## src/rtl/bfpg_pkg.sv

```systemverilog
`default_nettype none

package bfpg_pkg;

    // Coordinate format: signed, COORD_FRAC_BITS fraction bits, six integer bits
    localparam int COORD_FRAC_BITS = 16;
    localparam int CW              = COORD_FRAC_BITS + 6;
    localparam int COEF_W          = COORD_FRAC_BITS + 3;
    localparam int PROD_W          = CW + COEF_W;
    localparam int SUM_W           = PROD_W + 2;

    // Pixel and frame widths
    localparam int PIX_W           = 12;
    localparam int ADDR_W          = 24;
    localparam int PERIOD_W        = 16;
    localparam int DICE_W          = 7;

    // Scaling datapath widths
    localparam int SCL_W           = CW + PIX_W + 2;
    localparam int PX_W            = SCL_W - COORD_FRAC_BITS - 2;
    localparam int PY_W            = PX_W;
    localparam int N_W             = SCL_W - COORD_FRAC_BITS;
    localparam int DIV10_K         = 22;
    localparam int DIV10_M_W       = 19;
    localparam int DIV10_P_W       = N_W + DIV10_M_W;
    localparam logic [DIV10_M_W-1:0] DIV10_M = DIV10_M_W'(((64'd1 << DIV10_K) + 64'd9) / 10);

    // Front to back queue
    localparam int QDEPTH          = 2;
    localparam int QPTR_W          = $clog2(QDEPTH);

    // Configuration port
    localparam int CFG_ADDR_W      = 4;
    localparam int CFG_DATA_W      = 32;
    localparam logic [1:0] REG_FRAME_WIDTH    = 2'd0;
    localparam logic [1:0] REG_FRAME_HEIGHT   = 2'd1;
    localparam logic [1:0] REG_REFRESH_PERIOD = 2'd2;

    // Dice thresholds
    localparam logic [DICE_W-1:0] DICE_STEM_MAX = 7'd0;
    localparam logic [DICE_W-1:0] DICE_MAIN_MAX = 7'd85;
    localparam logic [DICE_W-1:0] DICE_LEFT_MAX = 7'd92;

    // Coefficients rounded half away from zero
    localparam longint ONE_Q = longint'(1) << COORD_FRAC_BITS;
    localparam longint K_P16  = (16 * ONE_Q + 50) / 100;
    localparam longint K_P85  = (85 * ONE_Q + 50) / 100;
    localparam longint K_P04  = (4 * ONE_Q + 50) / 100;
    localparam longint K_N04  = -((4 * ONE_Q + 50) / 100);
    localparam longint K_P160 = (160 * ONE_Q + 50) / 100;
    localparam longint K_P20  = (20 * ONE_Q + 50) / 100;
    localparam longint K_N26  = -((26 * ONE_Q + 50) / 100);
    localparam longint K_P23  = (23 * ONE_Q + 50) / 100;
    localparam longint K_P22  = (22 * ONE_Q + 50) / 100;
    localparam longint K_N15  = -((15 * ONE_Q + 50) / 100);
    localparam longint K_P28  = (28 * ONE_Q + 50) / 100;
    localparam longint K_P26  = (26 * ONE_Q + 50) / 100;
    localparam longint K_P24  = (24 * ONE_Q + 50) / 100;
    localparam longint K_P44  = (44 * ONE_Q + 50) / 100;

    typedef enum logic [1:0] {
        MAP_STEM,
        MAP_MAIN,
        MAP_LEFT,
        MAP_RIGHT
    } map_t;

    typedef struct packed {
        logic signed [COEF_W-1:0] a;
        logic signed [COEF_W-1:0] b;
        logic signed [COEF_W-1:0] c;
        logic signed [COEF_W-1:0] d;
        logic signed [COEF_W-1:0] e;
    } coef_set_t;

    typedef struct packed {
        logic clear;
        map_t sel;
        logic refresh;
    } step_t;

    typedef struct packed {
        logic [PIX_W-1:0] width;
        logic [PIX_W-1:0] height;
    } frame_cfg_t;

    typedef enum logic [2:0] {
        B_IDLE,
        B_MUL1,
        B_MUL2,
        B_SUM,
        B_SCALE,
        B_DIV,
        B_ADDR
    } back_state_t;

    function automatic coef_set_t map_coefs(input map_t m);
        coef_set_t c;
        unique case (m)
            MAP_STEM:
            begin
                c = '{a: '0, b: '0, c: '0, d: COEF_W'(K_P16), e: '0};
            end
            MAP_MAIN:
            begin
                c = '{a: COEF_W'(K_P85), b: COEF_W'(K_P04), c: COEF_W'(K_N04),
                      d: COEF_W'(K_P85), e: COEF_W'(K_P160)};
            end
            MAP_LEFT:
            begin
                c = '{a: COEF_W'(K_P20), b: COEF_W'(K_N26), c: COEF_W'(K_P23),
                      d: COEF_W'(K_P22), e: COEF_W'(K_P160)};
            end
            MAP_RIGHT:
            begin
                c = '{a: COEF_W'(K_N15), b: COEF_W'(K_P28), c: COEF_W'(K_P26),
                      d: COEF_W'(K_P24), e: COEF_W'(K_P44)};
            end
        endcase
        return c;
    endfunction

endpackage

`default_nettype wire

```

## src/rtl/bfpg_front.sv

```systemverilog
`default_nettype none

module bfpg_front (
    input  wire logic                            clk,
    input  wire logic                            rst_n,
    input  wire logic                            push,
    input  wire logic                            cmd,
    input  wire logic [bfpg_pkg::DICE_W-1:0]     dice,
    input  wire logic [bfpg_pkg::PERIOD_W-1:0]   refresh_period,
    input  wire logic                            q_full,
    output logic                                 q_push,
    output bfpg_pkg::step_t                      q_data
);
    import bfpg_pkg::*;

    logic [PERIOD_W-1:0] plot_count_reg;
    logic [PERIOD_W-1:0] plot_count_next;
    logic [PERIOD_W-1:0] cnt_inc;
    logic                refresh_hit;
    map_t                sel;

    assign q_push  = push && !q_full;
    assign cnt_inc = plot_count_reg + PERIOD_W'(1);

    // A zero period behaves as a full wrap of the counter
    assign refresh_hit = (refresh_period == '0) ? (cnt_inc == '0)
                                                : (cnt_inc >= refresh_period);

    always_comb
    begin
        priority if (dice <= DICE_STEM_MAX)
            sel = MAP_STEM;
        else if (dice <= DICE_MAIN_MAX)
            sel = MAP_MAIN;
        else if (dice <= DICE_LEFT_MAX)
            sel = MAP_LEFT;
        else
            sel = MAP_RIGHT;
    end

    always_comb
    begin
        plot_count_next = plot_count_reg;
        if (q_push)
        begin
            if (cmd || refresh_hit)
                plot_count_next = '0;
            else
                plot_count_next = cnt_inc;
        end
    end

    assign q_data = '{clear: cmd, sel: sel, refresh: refresh_hit && !cmd};

    always_ff @(posedge clk or negedge rst_n)
    begin
        if (!rst_n)
            plot_count_reg <= '0;
        else
            plot_count_reg <= plot_count_next;
    end

endmodule

`default_nettype wire

```

## config.mk

```make
export PLATFORM = sky130hd
export DESIGN_NAME = bfpg_front
export DESIGN_NICKNAME = d
export VERILOG_FILES = /design/src/rtl/bfpg_pkg.sv /design/src/rtl/bfpg_front.sv
export SDC_FILE = /design/constraint.sdc
export NUM_CORES = 1
export LEC_CHECK = 0
export ABC_CLOCK_PERIOD_IN_PS = 7400
export BUFFER_PORTS_ARGS = -buffer_cell sky130_fd_sc_hd__buf_4
export CORE_UTILIZATION = 40
export DETAILED_ROUTE_END_ITERATION = 12
export GPL_TIMING_DRIVEN = 0
export MAX_ROUTING_LAYER = met4
export PLACE_DENSITY = 0.69
export SYNTH_ARGS = -nofsm -noshare
export SYNTH_HDL_FRONTEND = slang
export SYNTH_SLANG_ARGS = --single-unit
```

## constraint.sdc

```tcl
create_clock -name clk -period 7.4 [get_ports clk]
set_input_delay 0.37 -clock clk [delete_from_list [all_inputs] [get_ports clk]]
set_output_delay 0.37 -clock clk [all_outputs]
set_load 0.005 [all_outputs]
```

==> run metrics <==
Antenna Violating Nets Remaining=0; net count of the mapped netlist=~270; cell-internal power=0.000152 W; commonest cells after routing, fill and taps aside=nand2_1 (39), buf_4 (33), inv_1 (21); antenna diode count=0; Final Max Tran Viols=0; switching share of power=28.4%; DR vias/cell=5.25; Worst Path Required=7.03 ns; CTS clk-pin slew, worst paths=0.06 ns; proportion of power drawn by flip-flops and latches=43.7%; post-place setup slack=3.68 ns; post-synthesis cell type count=39; data arrival at the endpoint of the critical path=3.64 ns; Logic pwr share=approximately 25%; final hold violations=0; Max transition margin=67.5%; number of buffers created by CTS=3; residual overflow from global routing=0; min setup slack post-route=3.39 ns; Peak supply drop=0.0000630 V; drt pass-1 iters=4; top cells by area in the synthesized netlist=dfrtp_1 (24%), ha_1 (13%), nand2_1 (8.7%); fraction of registers with async set/reset=100%; clock root buffer=clkbuf_8; vias post-DR=between 1500 and 2000; max FFs per register=16; capture instance of the worst register-to-register path=plot_count_reg[10]; Most used DFF post-synth=dfrtp_1; RSZ-0062 raised after global routing=no; CTS H-tree depth=1; area grow syn2layout=21.0%; type of the most critical hold path=in2async; HPWL after detailed placement=3170 um; Critical R2R Launch=plot_count_reg[1]; share of post-route cells with drive strength above 1=19.0%; source-to-sink clock delay at the later pin of the worst-skew pair=about 0.25 ns; post-synthesis sequential element count=16; DRC violation total after the first TritonRoute iteration=~150; largest net degree at the start of global routing=17; clock tree from TritonCTS=built; Worst setup EP type=primary output; syn_area_per_cell=7.58 um2; transition time at the pin with the least slew margin=about 0.48 ns; residual DRC count=0; number of cells traversed by the worst register-to-register path=13; final worst-path cycle share=between 50% and 60%; standard-cell row count=23; Floorplan Core Area=4030 um2; GRT Overall Usage=roughly 22%; Setup-failing EPs final=0; maximum achievable frequency=249 MHz; number of buffers on the longest clock path=2; number of antenna violations at the first check in global routing=0; fin nets=305; aggregate negative setup slack=0 ns; part of the Yosys area used for sequential elements=23.8%; vias in the first global route=1585; clock network power share=31.8%; shortest period the worst path allows=between 4 and 5 ns; power per unit of standard cell area=104 nW/um2; sort of element at the start of the critical path=flip-flop; max-capacitance violation count=0; critical path fanouts, max=9; Port Buffers=32; clock tree sinks=16; most common cell after layout, fill and taps aside=nand2_1; switching power=0.0000604 W; reported leakage power=around 1.1 nW; Post-Route Skew=about 0.00093 ns; outcome=finished clean; count of flip-flops with a built-in enable after synthesis=0; number of warnings reported in the yosys synthesis log=0; y dimension of the die=66.9 um; average routed wire per standard cell=about 13 um; classification of the worst setup path=reg2out; drt total wl=3930 um; wire length of the first global-routing pass=between 7000 and 8000 um; cell area after synthesis=1680 um2; Reg2Reg Setup Slack=3.75 ns; die area=4470 um2; quantity of gates resized following cts=0; gate count of the mapped netlist=222; Die Width=66.9 um; I/O pin count=33; RePlAce Congestion=just under 0.9; top-area cell type share of the netlist area=between 20% and 30%; initial cell density of the core=41.8%; most area-hungry cell type in the Yosys netlist=dfrtp_1
-- per-stage QoR --
| step | hold WS [ns] | util [%] | power, W | cells | cell area (um2) |
|---|---|---|---|---|---|
| 6_report | 0.506 | 50.6 | 0.000213 | 308 | 2040 |
| 5_1_grt | 0.542 | 50.6 | 0.000228 | 308 | 2040 |
| 4_1_cts | 0.518 | 50.6 | 0.000214 | 308 | 2040 |
| 3_5_place_dp | 0.245 | 49.3 | 0.000146 | 304 | 1990 |
| 3_3_place_gp | 0.245 | 49.3 | 0.000146 | 304 | 1990 |
| 2_1_floorplan | 0.0744 | - | 0.000123 | 222 | 1680 |
-- power by group through the flow --
stage	sequential [W]	clock (W)	combinational (W)
after floorplan	0.0000935	0	0.0000294
after global placement	0.0000944	0	0.0000512
after detailed placement	0.0000945	0	0.0000517
after CTS	0.0000929	0.0000686	0.0000527
after global routing	0.0000934	0.0000744	0.0000604
final	0.0000929	0.0000677	0.0000521
-- cells in the mapped netlist (all sizes together) (3+ instances only) --
library cell  instances
nand4                10
nor4                  7
o31ai                 4
inv                  21
a21o                  3
xor2                  4
nand3                10
nand2b               15
nor2                  8
nand2                39
clkbuf                5
a21oi                 8
buf                   9
or3                   3
dfrtp                16
xnor2                 9
o21a                  3
o21ai                12
ha                   17
-- metal layers --
layer	GRT usage, %	routed length [um]	vias up
met3	4.11	112	3
met4	2.39	8	0
met2	37.1	1810	29
li1	-	-	840
met5	-	0	-
met1	27.8	2000	744
-- logic make-up after synthesis --
| group | after synthesis | share of synthesized area, % |
|---|---|---|
| flip-flops | 16 | 23.8 |
| AO/OA/AOI/OAI | 37 | 15.5 |
| AND/OR/NAND/NOR | 104 | 32.3 |
| buffers and inverters | 35 | 9.00 |
| adder cells (fa/ha/maj) | 17 | 12.6 |
| XOR/XNOR | 13 | 6.77 |
-- how the worst max path moves through the flow --
stage                            from         to  slack (ns)  depth (start not counted)
floorplan           plot_count_reg[1]  q_data[0]        4.22                         11
global placement    plot_count_reg[1]  q_data[0]        3.71                         12
detailed placement  plot_count_reg[1]  q_data[0]        3.68                         12
CTS                 plot_count_reg[1]  q_data[0]        3.41                         12
global route        plot_count_reg[1]  q_data[0]        3.04                         12
finish              plot_count_reg[1]  q_data[0]        3.39                         12
-- timing repair --
action | CTS | global route
hold buffers | 1 | 0
buffers inserted | 0 | 0
hold endpoints to repair | 16 | 0
-- worst max-delay path: stages (launching register included) --
cell and delay (ns):
dfrtp_1 0.49, ha_1 0.19, clkbuf_1 0.34, nand4_1 0.28, o21ai_0 0.29, nand2_1 0.13, ha_1 0.32, nand4_2 0.12
or4_1 0.55, o32ai_2 0.28, o31a_1 0.16, o21a_1 0.13, buf_4 0.11
-- final cells by class --
type	instances	area (um2)
fill	416	1990
clock buffer	3	41.3
tap	50	62.6
timing repair buffer	33	250
multi-input combinational	171	1130
inverter	21	78.8
buffer	14	72.6
sequential	16	400
No activity file was read; power rests on OpenSTA's default activity.
