==> src/rtl/bfpg_pkg.sv <==
`default_nettype none

package bfpg_pkg;

    // Coordinate format: signed, COORD_FRAC_BITS fraction bits, six integer bits
    localparam int COORD_FRAC_BITS = 16;
    localparam int CW              = COORD_FRAC_BITS + 6;
    localparam int COEF_W          = COORD_FRAC_BITS + 3;
    localparam int PROD_W          = CW + COEF_W;
    localparam int SUM_W           = PROD_W + 2;

    // Pixel and frame widths
    localparam int PIX_W           = 12;
    localparam int ADDR_W          = 24;
    localparam int PERIOD_W        = 16;
    localparam int DICE_W          = 7;

    // Scaling datapath widths
    localparam int SCL_W           = CW + PIX_W + 2;
    localparam int PX_W            = SCL_W - COORD_FRAC_BITS - 2;
    localparam int PY_W            = PX_W;
    localparam int N_W             = SCL_W - COORD_FRAC_BITS;
    localparam int DIV10_K         = 22;
    localparam int DIV10_M_W       = 19;
    localparam int DIV10_P_W       = N_W + DIV10_M_W;
    localparam logic [DIV10_M_W-1:0] DIV10_M = DIV10_M_W'(((64'd1 << DIV10_K) + 64'd9) / 10);

    // Front to back queue
    localparam int QDEPTH          = 2;
    localparam int QPTR_W          = $clog2(QDEPTH);

    // Configuration port
    localparam int CFG_ADDR_W      = 4;
    localparam int CFG_DATA_W      = 32;
    localparam logic [1:0] REG_FRAME_WIDTH    = 2'd0;
    localparam logic [1:0] REG_FRAME_HEIGHT   = 2'd1;
    localparam logic [1:0] REG_REFRESH_PERIOD = 2'd2;

    // Dice thresholds
    localparam logic [DICE_W-1:0] DICE_STEM_MAX = 7'd0;
    localparam logic [DICE_W-1:0] DICE_MAIN_MAX = 7'd85;
    localparam logic [DICE_W-1:0] DICE_LEFT_MAX = 7'd92;

    // Coefficients rounded half away from zero
    localparam longint ONE_Q = longint'(1) << COORD_FRAC_BITS;
    localparam longint K_P16  = (16 * ONE_Q + 50) / 100;
    localparam longint K_P85  = (85 * ONE_Q + 50) / 100;
    localparam longint K_P04  = (4 * ONE_Q + 50) / 100;
    localparam longint K_N04  = -((4 * ONE_Q + 50) / 100);
    localparam longint K_P160 = (160 * ONE_Q + 50) / 100;
    localparam longint K_P20  = (20 * ONE_Q + 50) / 100;
    localparam longint K_N26  = -((26 * ONE_Q + 50) / 100);
    localparam longint K_P23  = (23 * ONE_Q + 50) / 100;
    localparam longint K_P22  = (22 * ONE_Q + 50) / 100;
    localparam longint K_N15  = -((15 * ONE_Q + 50) / 100);
    localparam longint K_P28  = (28 * ONE_Q + 50) / 100;
    localparam longint K_P26  = (26 * ONE_Q + 50) / 100;
    localparam longint K_P24  = (24 * ONE_Q + 50) / 100;
    localparam longint K_P44  = (44 * ONE_Q + 50) / 100;

    typedef enum logic [1:0] {
        MAP_STEM,
        MAP_MAIN,
        MAP_LEFT,
        MAP_RIGHT
    } map_t;

    typedef struct packed {
        logic signed [COEF_W-1:0] a;
        logic signed [COEF_W-1:0] b;
        logic signed [COEF_W-1:0] c;
        logic signed [COEF_W-1:0] d;
        logic signed [COEF_W-1:0] e;
    } coef_set_t;

    typedef struct packed {
        logic clear;
        map_t sel;
        logic refresh;
    } step_t;

    typedef struct packed {
        logic [PIX_W-1:0] width;
        logic [PIX_W-1:0] height;
    } frame_cfg_t;

    typedef enum logic [2:0] {
        B_IDLE,
        B_MUL1,
        B_MUL2,
        B_SUM,
        B_SCALE,
        B_DIV,
        B_ADDR
    } back_state_t;

    function automatic coef_set_t map_coefs(input map_t m);
        coef_set_t c;
        unique case (m)
            MAP_STEM:
            begin
                c = '{a: '0, b: '0, c: '0, d: COEF_W'(K_P16), e: '0};
            end
            MAP_MAIN:
            begin
                c = '{a: COEF_W'(K_P85), b: COEF_W'(K_P04), c: COEF_W'(K_N04),
                      d: COEF_W'(K_P85), e: COEF_W'(K_P160)};
            end
            MAP_LEFT:
            begin
                c = '{a: COEF_W'(K_P20), b: COEF_W'(K_N26), c: COEF_W'(K_P23),
                      d: COEF_W'(K_P22), e: COEF_W'(K_P160)};
            end
            MAP_RIGHT:
            begin
                c = '{a: COEF_W'(K_N15), b: COEF_W'(K_P28), c: COEF_W'(K_P26),
                      d: COEF_W'(K_P24), e: COEF_W'(K_P44)};
            end
        endcase
        return c;
    endfunction

endpackage

`default_nettype wire

==> src/rtl/bfpg_queue.sv <==
`default_nettype none

module bfpg_queue (
    input  wire logic            clk,
    input  wire logic            rst_n,
    input  wire logic            wr_en,
    input  wire bfpg_pkg::step_t wr_data,
    output logic                 full,
    input  wire logic            rd_en,
    output bfpg_pkg::step_t      rd_data,
    output logic                 not_empty
);
    import bfpg_pkg::*;

    step_t             entry_reg [QDEPTH];
    logic [QPTR_W-1:0] wr_ptr_reg;
    logic [QPTR_W-1:0] rd_ptr_reg;
    logic [QPTR_W:0]   count_reg;
    logic [QPTR_W:0]   count_next;
    logic              do_wr;
    logic              do_rd;

    assign full      = (count_reg == (QPTR_W+1)'(QDEPTH));
    assign not_empty = (count_reg != '0);
    assign do_wr     = wr_en && !full;
    assign do_rd     = rd_en && not_empty;
    assign rd_data   = entry_reg[rd_ptr_reg];

    always_comb
    begin
        count_next = count_reg;
        if (do_wr && !do_rd)
            count_next = count_reg + (QPTR_W+1)'(1);
        else if (do_rd && !do_wr)
            count_next = count_reg - (QPTR_W+1)'(1);
    end

    // Pointers wrap naturally: depth is a power of two
    always_ff @(posedge clk or negedge rst_n)
    begin
        if (!rst_n)
        begin
            wr_ptr_reg <= '0;
            rd_ptr_reg <= '0;
            count_reg  <= '0;
        end
        else
        begin
            if (do_wr)
                wr_ptr_reg <= wr_ptr_reg + QPTR_W'(1);
            if (do_rd)
                rd_ptr_reg <= rd_ptr_reg + QPTR_W'(1);
            count_reg <= count_next;
        end
    end

    always_ff @(posedge clk)
    begin
        if (do_wr)
            entry_reg[wr_ptr_reg] <= wr_data;
    end

endmodule

`default_nettype wire

==> config.mk <==
export PLATFORM = sky130hd
export DESIGN_NAME = bfpg_queue
export DESIGN_NICKNAME = d
export VERILOG_FILES = /design/src/rtl/bfpg_pkg.sv /design/src/rtl/bfpg_queue.sv
export SDC_FILE = /design/constraint.sdc
export NUM_CORES = 1
export LEC_CHECK = 0
export BUFFER_PORTS_ARGS = -buffer_cell sky130_fd_sc_hd__buf_2
export CORE_MARGIN = 4
export CORE_UTILIZATION = 35
export DETAILED_ROUTE_END_ITERATION = 10
export PLACE_DENSITY_LB_ADDON = 0.2
export SLEW_MARGIN = 20
export SYNTH_ARGS = -nofsm -noshare
export SYNTH_HDL_FRONTEND = slang
export SYNTH_SLANG_ARGS = --single-unit
export TNS_END_PERCENT = 10
==> constraint.sdc <==
create_clock -name clk -period 1.7 [get_ports clk]
set_clock_uncertainty 0.1 [all_clocks]
set_input_delay 0.17 -clock clk [delete_from_list [all_inputs] [get_ports clk]]
set_output_delay 0.17 -clock clk [all_outputs]
set_load 0.05 [all_outputs]
==> impl_metrics.csv, run 1 <==
group,metric,value,unit
placed_design,placedInstanceArea,586.8,sq um
min_path,hold_class,"input port to flip-flop",
cells_and_area,n_antenna_cell,0,
routing,ant_nets,0,
timing,drv_slew,0,
cts,cts_tree,"yes",
cts,cts.clk_slew.worst_paths,0.08,ns
synthesis,syn-cell-area,503.0,sq um
synthesis,synthAdderAreaFrac,2.488,%
power,p_leak,0.0003046,uW
cts,cts_made_buffers,3,
cts,cts-resized-gates,0,
synthesis,synth_top_family_by_area,"XOR/XNOR gates",
cts,insertion_delay,0.27,ns
worst_setup_path,crit_type,"flip-flop to flip-flop",
synthesis,ys.flop_type,"edfxtp_1",
synthesis,avgSynthCellArea,16.23,sq um
power,p_comb_share,46.6,%
routing,via_per_inst,4.275,
power,p_int,770.5,uW
routing,dr.pass1.iters,4,
run,maxCapViolCount,0,
die,core,1334,sq um
synthesis,yosysTopAreaCellShare,47.76,%
worst_setup_path,worst_path_most_repeated_cell,"xor2_1",
synthesis,synth_xor_area_share,10.20,%
die,rows,13,
worst_setup_path,slowest_delay,0.40,ns
die,initial_core_util,37.71,%
synthesis,yosys_warnings,0,
timing,post-route-period-util,95.45,%
global_route,grt_pass1_vias,307,
global_route,antenna_found_initial,0,
cells_and_area,largest_register_ffs,8,
cells_and_area,postLayoutCellArea,680.7,sq um
min_path,hold_depth,3,
power,seqPwrFrac,36.7,%
cts,cts_max_level,1,
cts,cts_root_buffer,"clkbuf_4",
synthesis,synth_seq_cells,12,
timing,finalSetupViolations,0,
routing,drt-total-wl,849,um
die,pin_count,14,
timing,report.final.hold_viol_count,0,
worst_setup_path,crit_path_top_delay_cell,"dfrtp_1",
synthesis,synthMuxAreaShare,8.955,%
worst_setup_path,setup.worst_path.start_class,"flip-flop",
cells_and_area,drive_above_1_share,40.74,%
timing,period_minus_slack,1.623,ns
timing,totalNegativeSetupSlack,0,ns
die,die_area,2108,sq um
placed_design,port_buffers,13,
worst_setup_path,worstPathArrival,1.67,ns
worst_setup_path,cp-end-kind,"flip-flop",
status,status,"finished clean",
cts,cts.sinks,12,
synthesis,yosys-top-cells-count,"edfxtp_1, dfrtp_1, mux2_1",
synthesis,ys_types,14,
synthesis,syn-num-nets,40,
global_route,grt_pass1_wl,1.386,mm
global_route,grt-ovfl-total,0,
synthesis,synth_edf_count,8,
routing,wl_per_cell,12.30,um
power,p_per_area,1968,nW/um^2
synthesis,ys_seq_area_share,67.66,%
routing,drcViolationCount,0,
die,fp.dieW,45.91,um
synthesis,synthArstFlopShare,33.33,%
routing,drt-initial-drc-count,3,
placed_design,gp_congestion,0.7384,
worst_setup_path,critPathMaxFanout,3,
global_route,grt_usage,10.31,%
synthesis,synth-simple-area-share,9.204,%
synthesis,synth-compound-area-share,0,%
synthesis,yosys-top-cells-area,"edfxtp_1, dfrtp_1, mux2_1",
timing,max_freq,616.3,MHz
power,switching_share,42.47,%
worst_setup_path,critPathRequiredTime,1.75,ns
timing,slew_headroom,76.19,%
synthesis,yosys.cell_count.top_type,"edfxtp_1",
worst_setup_path,crit_chain,"buf_4 > or2_4 > nand2_4 > ha_1 > xor2_1 > nor2_1 > xor2_1",
die,die_h,45.91,um
power,switching_power,568.8,uW
cts,clk_path_buf_depth,2,
power,vdd_drop_max,0.8116,mV
global_route,grt_max_degree,8,
timing,tightest_slew,0.3559,ns
cells_and_area,syn_to_final_growth,35.32,%
power,pwr-share-clk,16.7,%
routing,vias,295,
synthesis,yosysTopAreaCell,"edfxtp_1",
placed_design,dp_hpwl,620.3,um
synthesis,synthCells,31,
cells_and_area,layout.nets,64,
worst_setup_path,r2r_cells,7,
[layout make-up]
cell class	count	area [sq um]
inverter	2	7.507
multi-input combinational	17	155.1
tap	15	18.77
timing repair buffer	19	122.6
clock buffer	4	36.28
fill	126	653.1
sequential	12	340.3
[per-layer routing]
layer	track usage (%)	vias to the layer above	wire length, um
met4	10.23	0	0
met2	14.56	8	427
met5	0	-	0
met1	11.63	137	357
met3	3.557	0	64
li1	-	150	-
[power groups by stage]
stage | sequential [uW] | clock [uW] | combinational (uW)
after floorplan | 480 | 0 | 492
after global placement | 493 | 0 | 586
after detailed placement | 501 | 0 | 594
after CTS | 496 | 237 | 607
after global routing | 501 | 252 | 674
final | 491 | 224 | 624
[per-stage QoR]
step,total power (uW),std cells,hold slack (ns),utilization (%),setup slack [ns]
finish,1339,69,0.05062,51.03,0.07731
global route,1427,69,0.05141,51.03,-0.002829
CTS,1341,68,0.03439,50.47,0.07125
detailed placement,1096,59,-0.1151,44.00,0.1083
global placement,1079,59,-0.1207,44.00,0.1910
floorplan,972.6,31,-0.2256,-,0.1817
[cell usage in the layout (no fill, tap or decap)]
master / n
and3_1: 1
xor2_1: 2
dlygate4sd3_1: 5
clkbuf_4: 3
xnor2_2: 1
buf_4: 1
clkbuf_8: 1
buf_2: 13
inv_1: 2
or2_4: 1
ha_1: 1
nand2_4: 1
nand2_2: 1
nand2b_1: 1
mux2_1: 4
edfxtp_1: 8
nor2_1: 2
dfrtp_1: 4
xnor2_1: 2
[worst max-delay path: cells and delay by family (launching register included)]
family | cells | cell delay (ns)
DFF | 1 | 0.40
xor gates and xnor gates | 2 | 0.30
and+or+nand+nor | 3 | 0.39
buffers and inverters | 1 | 0.15
adders and majority gates | 1 | 0.15
[what timing repair did]
action,4_1_cts,5_1_grt
hold buffers,5,0
setup buffers,0,1
setup endpoints to repair,0,1
endpoints found under the hold margin,12,0
[path summary, 6_finish.rpt]
path                              start      endpoint  slack, ns
setup / recovery           count_reg[0]  count_reg[1]       0.08
hold / removal                    rd_en    rd_ptr_reg       0.05
setup reg to reg           count_reg[0]  count_reg[1]       0.08
hold reg to reg            count_reg[0]  count_reg[0]       0.40
max in group asynchronous         rst_n  count_reg[1]       1.25
min in group asynchronous         rst_n    rd_ptr_reg       0.13
[kinds of logic (layout without fill, tap and decap cells)]
kind of cell  Yosys count  count (layout)
xor+xnor                5               5
mux                     4               4
fa+ha+maj               1               1
flops                  12              12
simple gates            7               7
buf+inv                 2              25
Note: power is estimated with default switching activity, not from simulation.
==> run 2: changes to the inputs <==
CELL_PAD_IN_SITES_DETAIL_PLACEMENT = 0   (was unset)
CELL_PAD_IN_SITES_GLOBAL_PLACEMENT = 2   (was unset)
CORE_UTILIZATION = 32   (was 35)
==> impl_metrics.csv, run 2 (synthesized netlist as in run 1, its figures left out) <==
group,metric,value,unit
cts,cts_root_buffer,"clkbuf_4",
die,fp.dieW,47.65,um
cts,post_cts_buffers,0,
global_route,grt-ovfl-total,0,
placed_design,place_inst,60,
worst_setup_path,cp-end-kind,"primary output",
placed_design,placedInstanceArea,588.1,sq um
cells_and_area,nFillCells,140,
timing,report.final.hold_viol_count,0,
status,status,"finished clean",
cells_and_area,finalNonFillerCells,68,
worst_setup_path,r2r_cells,7,
routing,vias,306,
routing,wl_per_cell,12.75,um
die,initial_core_util,33.78,%
min_path,min_to,"rd_ptr_reg",
worst_setup_path,critPathMaxFanout,5,
power,p_per_area,1922,nW/um^2
die,pin_count,14,
power,p_leak,0.0002979,uW
die,rows,14,
routing,drcViolationCount,0,
timing,max_freq,642.3,MHz
cells_and_area,syn_to_final_growth,32.84,%
timing,post-route-period-util,91.59,%
cells_and_area,drive_above_1_share,40.38,%
routing,via_per_inst,4.500,
run,maxCapViolCount,0,
worst_setup_path,critical_path_buf_inv_count,1,
cells_and_area,largest_register_ffs,8,
worst_setup_path,setup.worst_path.start_class,"flip-flop",
cells_and_area,n_antenna_cell,0,
cells_and_area,layout.nets,63,
worst_setup_path,slowest_delay,0.47,ns
placed_design,dp_hpwl,679.5,um
global_route,grt_max_degree,7,
cts,cts.sinks,12,
routing,drt-total-wl,867,um
worst_setup_path,worstPathArrival,1.29,ns
global_route,antenna_found_initial,0,
timing,finalSetupViolations,0,
placed_design,gp_congestion,0.7195,
cts,clk_path_buf_depth,2,
timing,rsz0062_at_grt,"false",
cts,cts_max_level,1,
min_path,hold_class,"input port to flip-flop",
worst_setup_path,r2r-start,"count_reg[0]",
worst_setup_path,crit_path_top_delay_cell,"dfrtp_1",
routing,drt-initial-drc-count,0,
global_route,grt_usage,9.767,%
worst_setup_path,r2r_end,"count_reg[1]",
die,die_area,2270,sq um
timing,drv_slew,0,
worst_setup_path,critPathRequiredTime,1.43,ns
timing,slew_headroom,75.22,%
die,die_h,47.65,um
timing,tightest_slew,0.3704,ns
power,vdd_drop_max,0.7859,mV
cts,cts_tree,"yes",
min_path,hold_depth,3,
global_route,grt_pass1_vias,322,
worst_setup_path,cp_top_family,"flip-flops",
cells_and_area,final_common_cell,"buf_2",
cts,cts_made_buffers,3,
timing,totalNegativeSetupSlack,0,ns
global_route,grt_pass1_wl,1.393,mm
cts,cts.clk_slew.worst_paths,0.06,ns
worst_setup_path,crit_chain,"mux2_1 > buf_2",
cells_and_area,mostFrequentLayoutCells,"buf_2, edfxtp_1, dlygate4sd3_1",
worst_setup_path,crit_type,"flip-flop to primary output",
worst_setup_path,rrSetupSlack,0.15,ns
min_path,worstHoldStart,"rd_en",
die,core,1489,sq um
placed_design,port_buffers,13,
routing,ant_nets,0,
cells_and_area,postLayoutCellArea,668.1,sq um
timing,period_minus_slack,1.557,ns
cts,insertion_delay,0.26,ns
routing,dr.pass1.iters,1,
==> run 2: where the power goes <==
part / switching [uW] / leakage (uW) / internal [uW]
Sequential: 83.3 / 0.000121 / 417
Clock: 84.2 / 0.0000138 / 81.8
Combinational: 395 / 0.000163 / 222
Total: 563 / 0.000298 / 721
==> run 2: worst register-to-register path, stage by stage (launching register included) <==
cell and delay, ns:
dfrtp_1 0.42, nand2b_4 0.17, nand2_2 0.10, inv_1 0.06, ha_1 0.20, xor2_1 0.14, nor2_1 0.11, xor2_1 0.17
==> run 2: layer usage <==
metal	track usage (%)	vias up	wire length, um
met2	15.51	7	464
met4	8.065	0	0
met1	10.38	145	360
li1	-	154	-
met3	3.383	0	43
met5	0	-	0
==> run 2: what timing repair did <==
item                                    CTS  global route
resized for setup                         0             1
endpoints found under the hold margin    12             0
endpoints found under the setup margin    0             1
hold buffers                              5             0
==> run 2: worst max-delay path by stage <==
stage                        end    startpoint  depth (start not counted)
finish                rd_data[0]    rd_ptr_reg                          2
global route        count_reg[1]  count_reg[0]                          6
floorplan           count_reg[1]  count_reg[0]                          6
CTS                 count_reg[1]  count_reg[0]                          7
global placement    count_reg[1]  count_reg[0]                          7
detailed placement  count_reg[1]  count_reg[0]                          6
==> run 2: cell type report <==
class                      count  area [sq um]  area share (%)
tap                           16         20.02           2.996
multi-input combinational     17         162.7           24.34
clock buffer                   3         22.52           3.371
sequential                    12         340.3           50.94
timing repair buffer          18         115.1           17.23
inverter                       2         7.507           1.124
==> run 2: metrics by stage <==
stage          utilization, %  total power, uW  setup WS, ns  hold slack, ns
2_1_floorplan               -            972.6        0.1817         -0.2256
3_3_place_gp            39.50             1078        0.1813         -0.1216
3_5_place_dp            39.50             1102        0.1042         -0.1140
4_1_cts                 44.37             1285       0.08818         0.05318
5_1_grt                 44.87             1363       0.05923         0.06042
6_report                44.87             1284        0.1430         0.06165
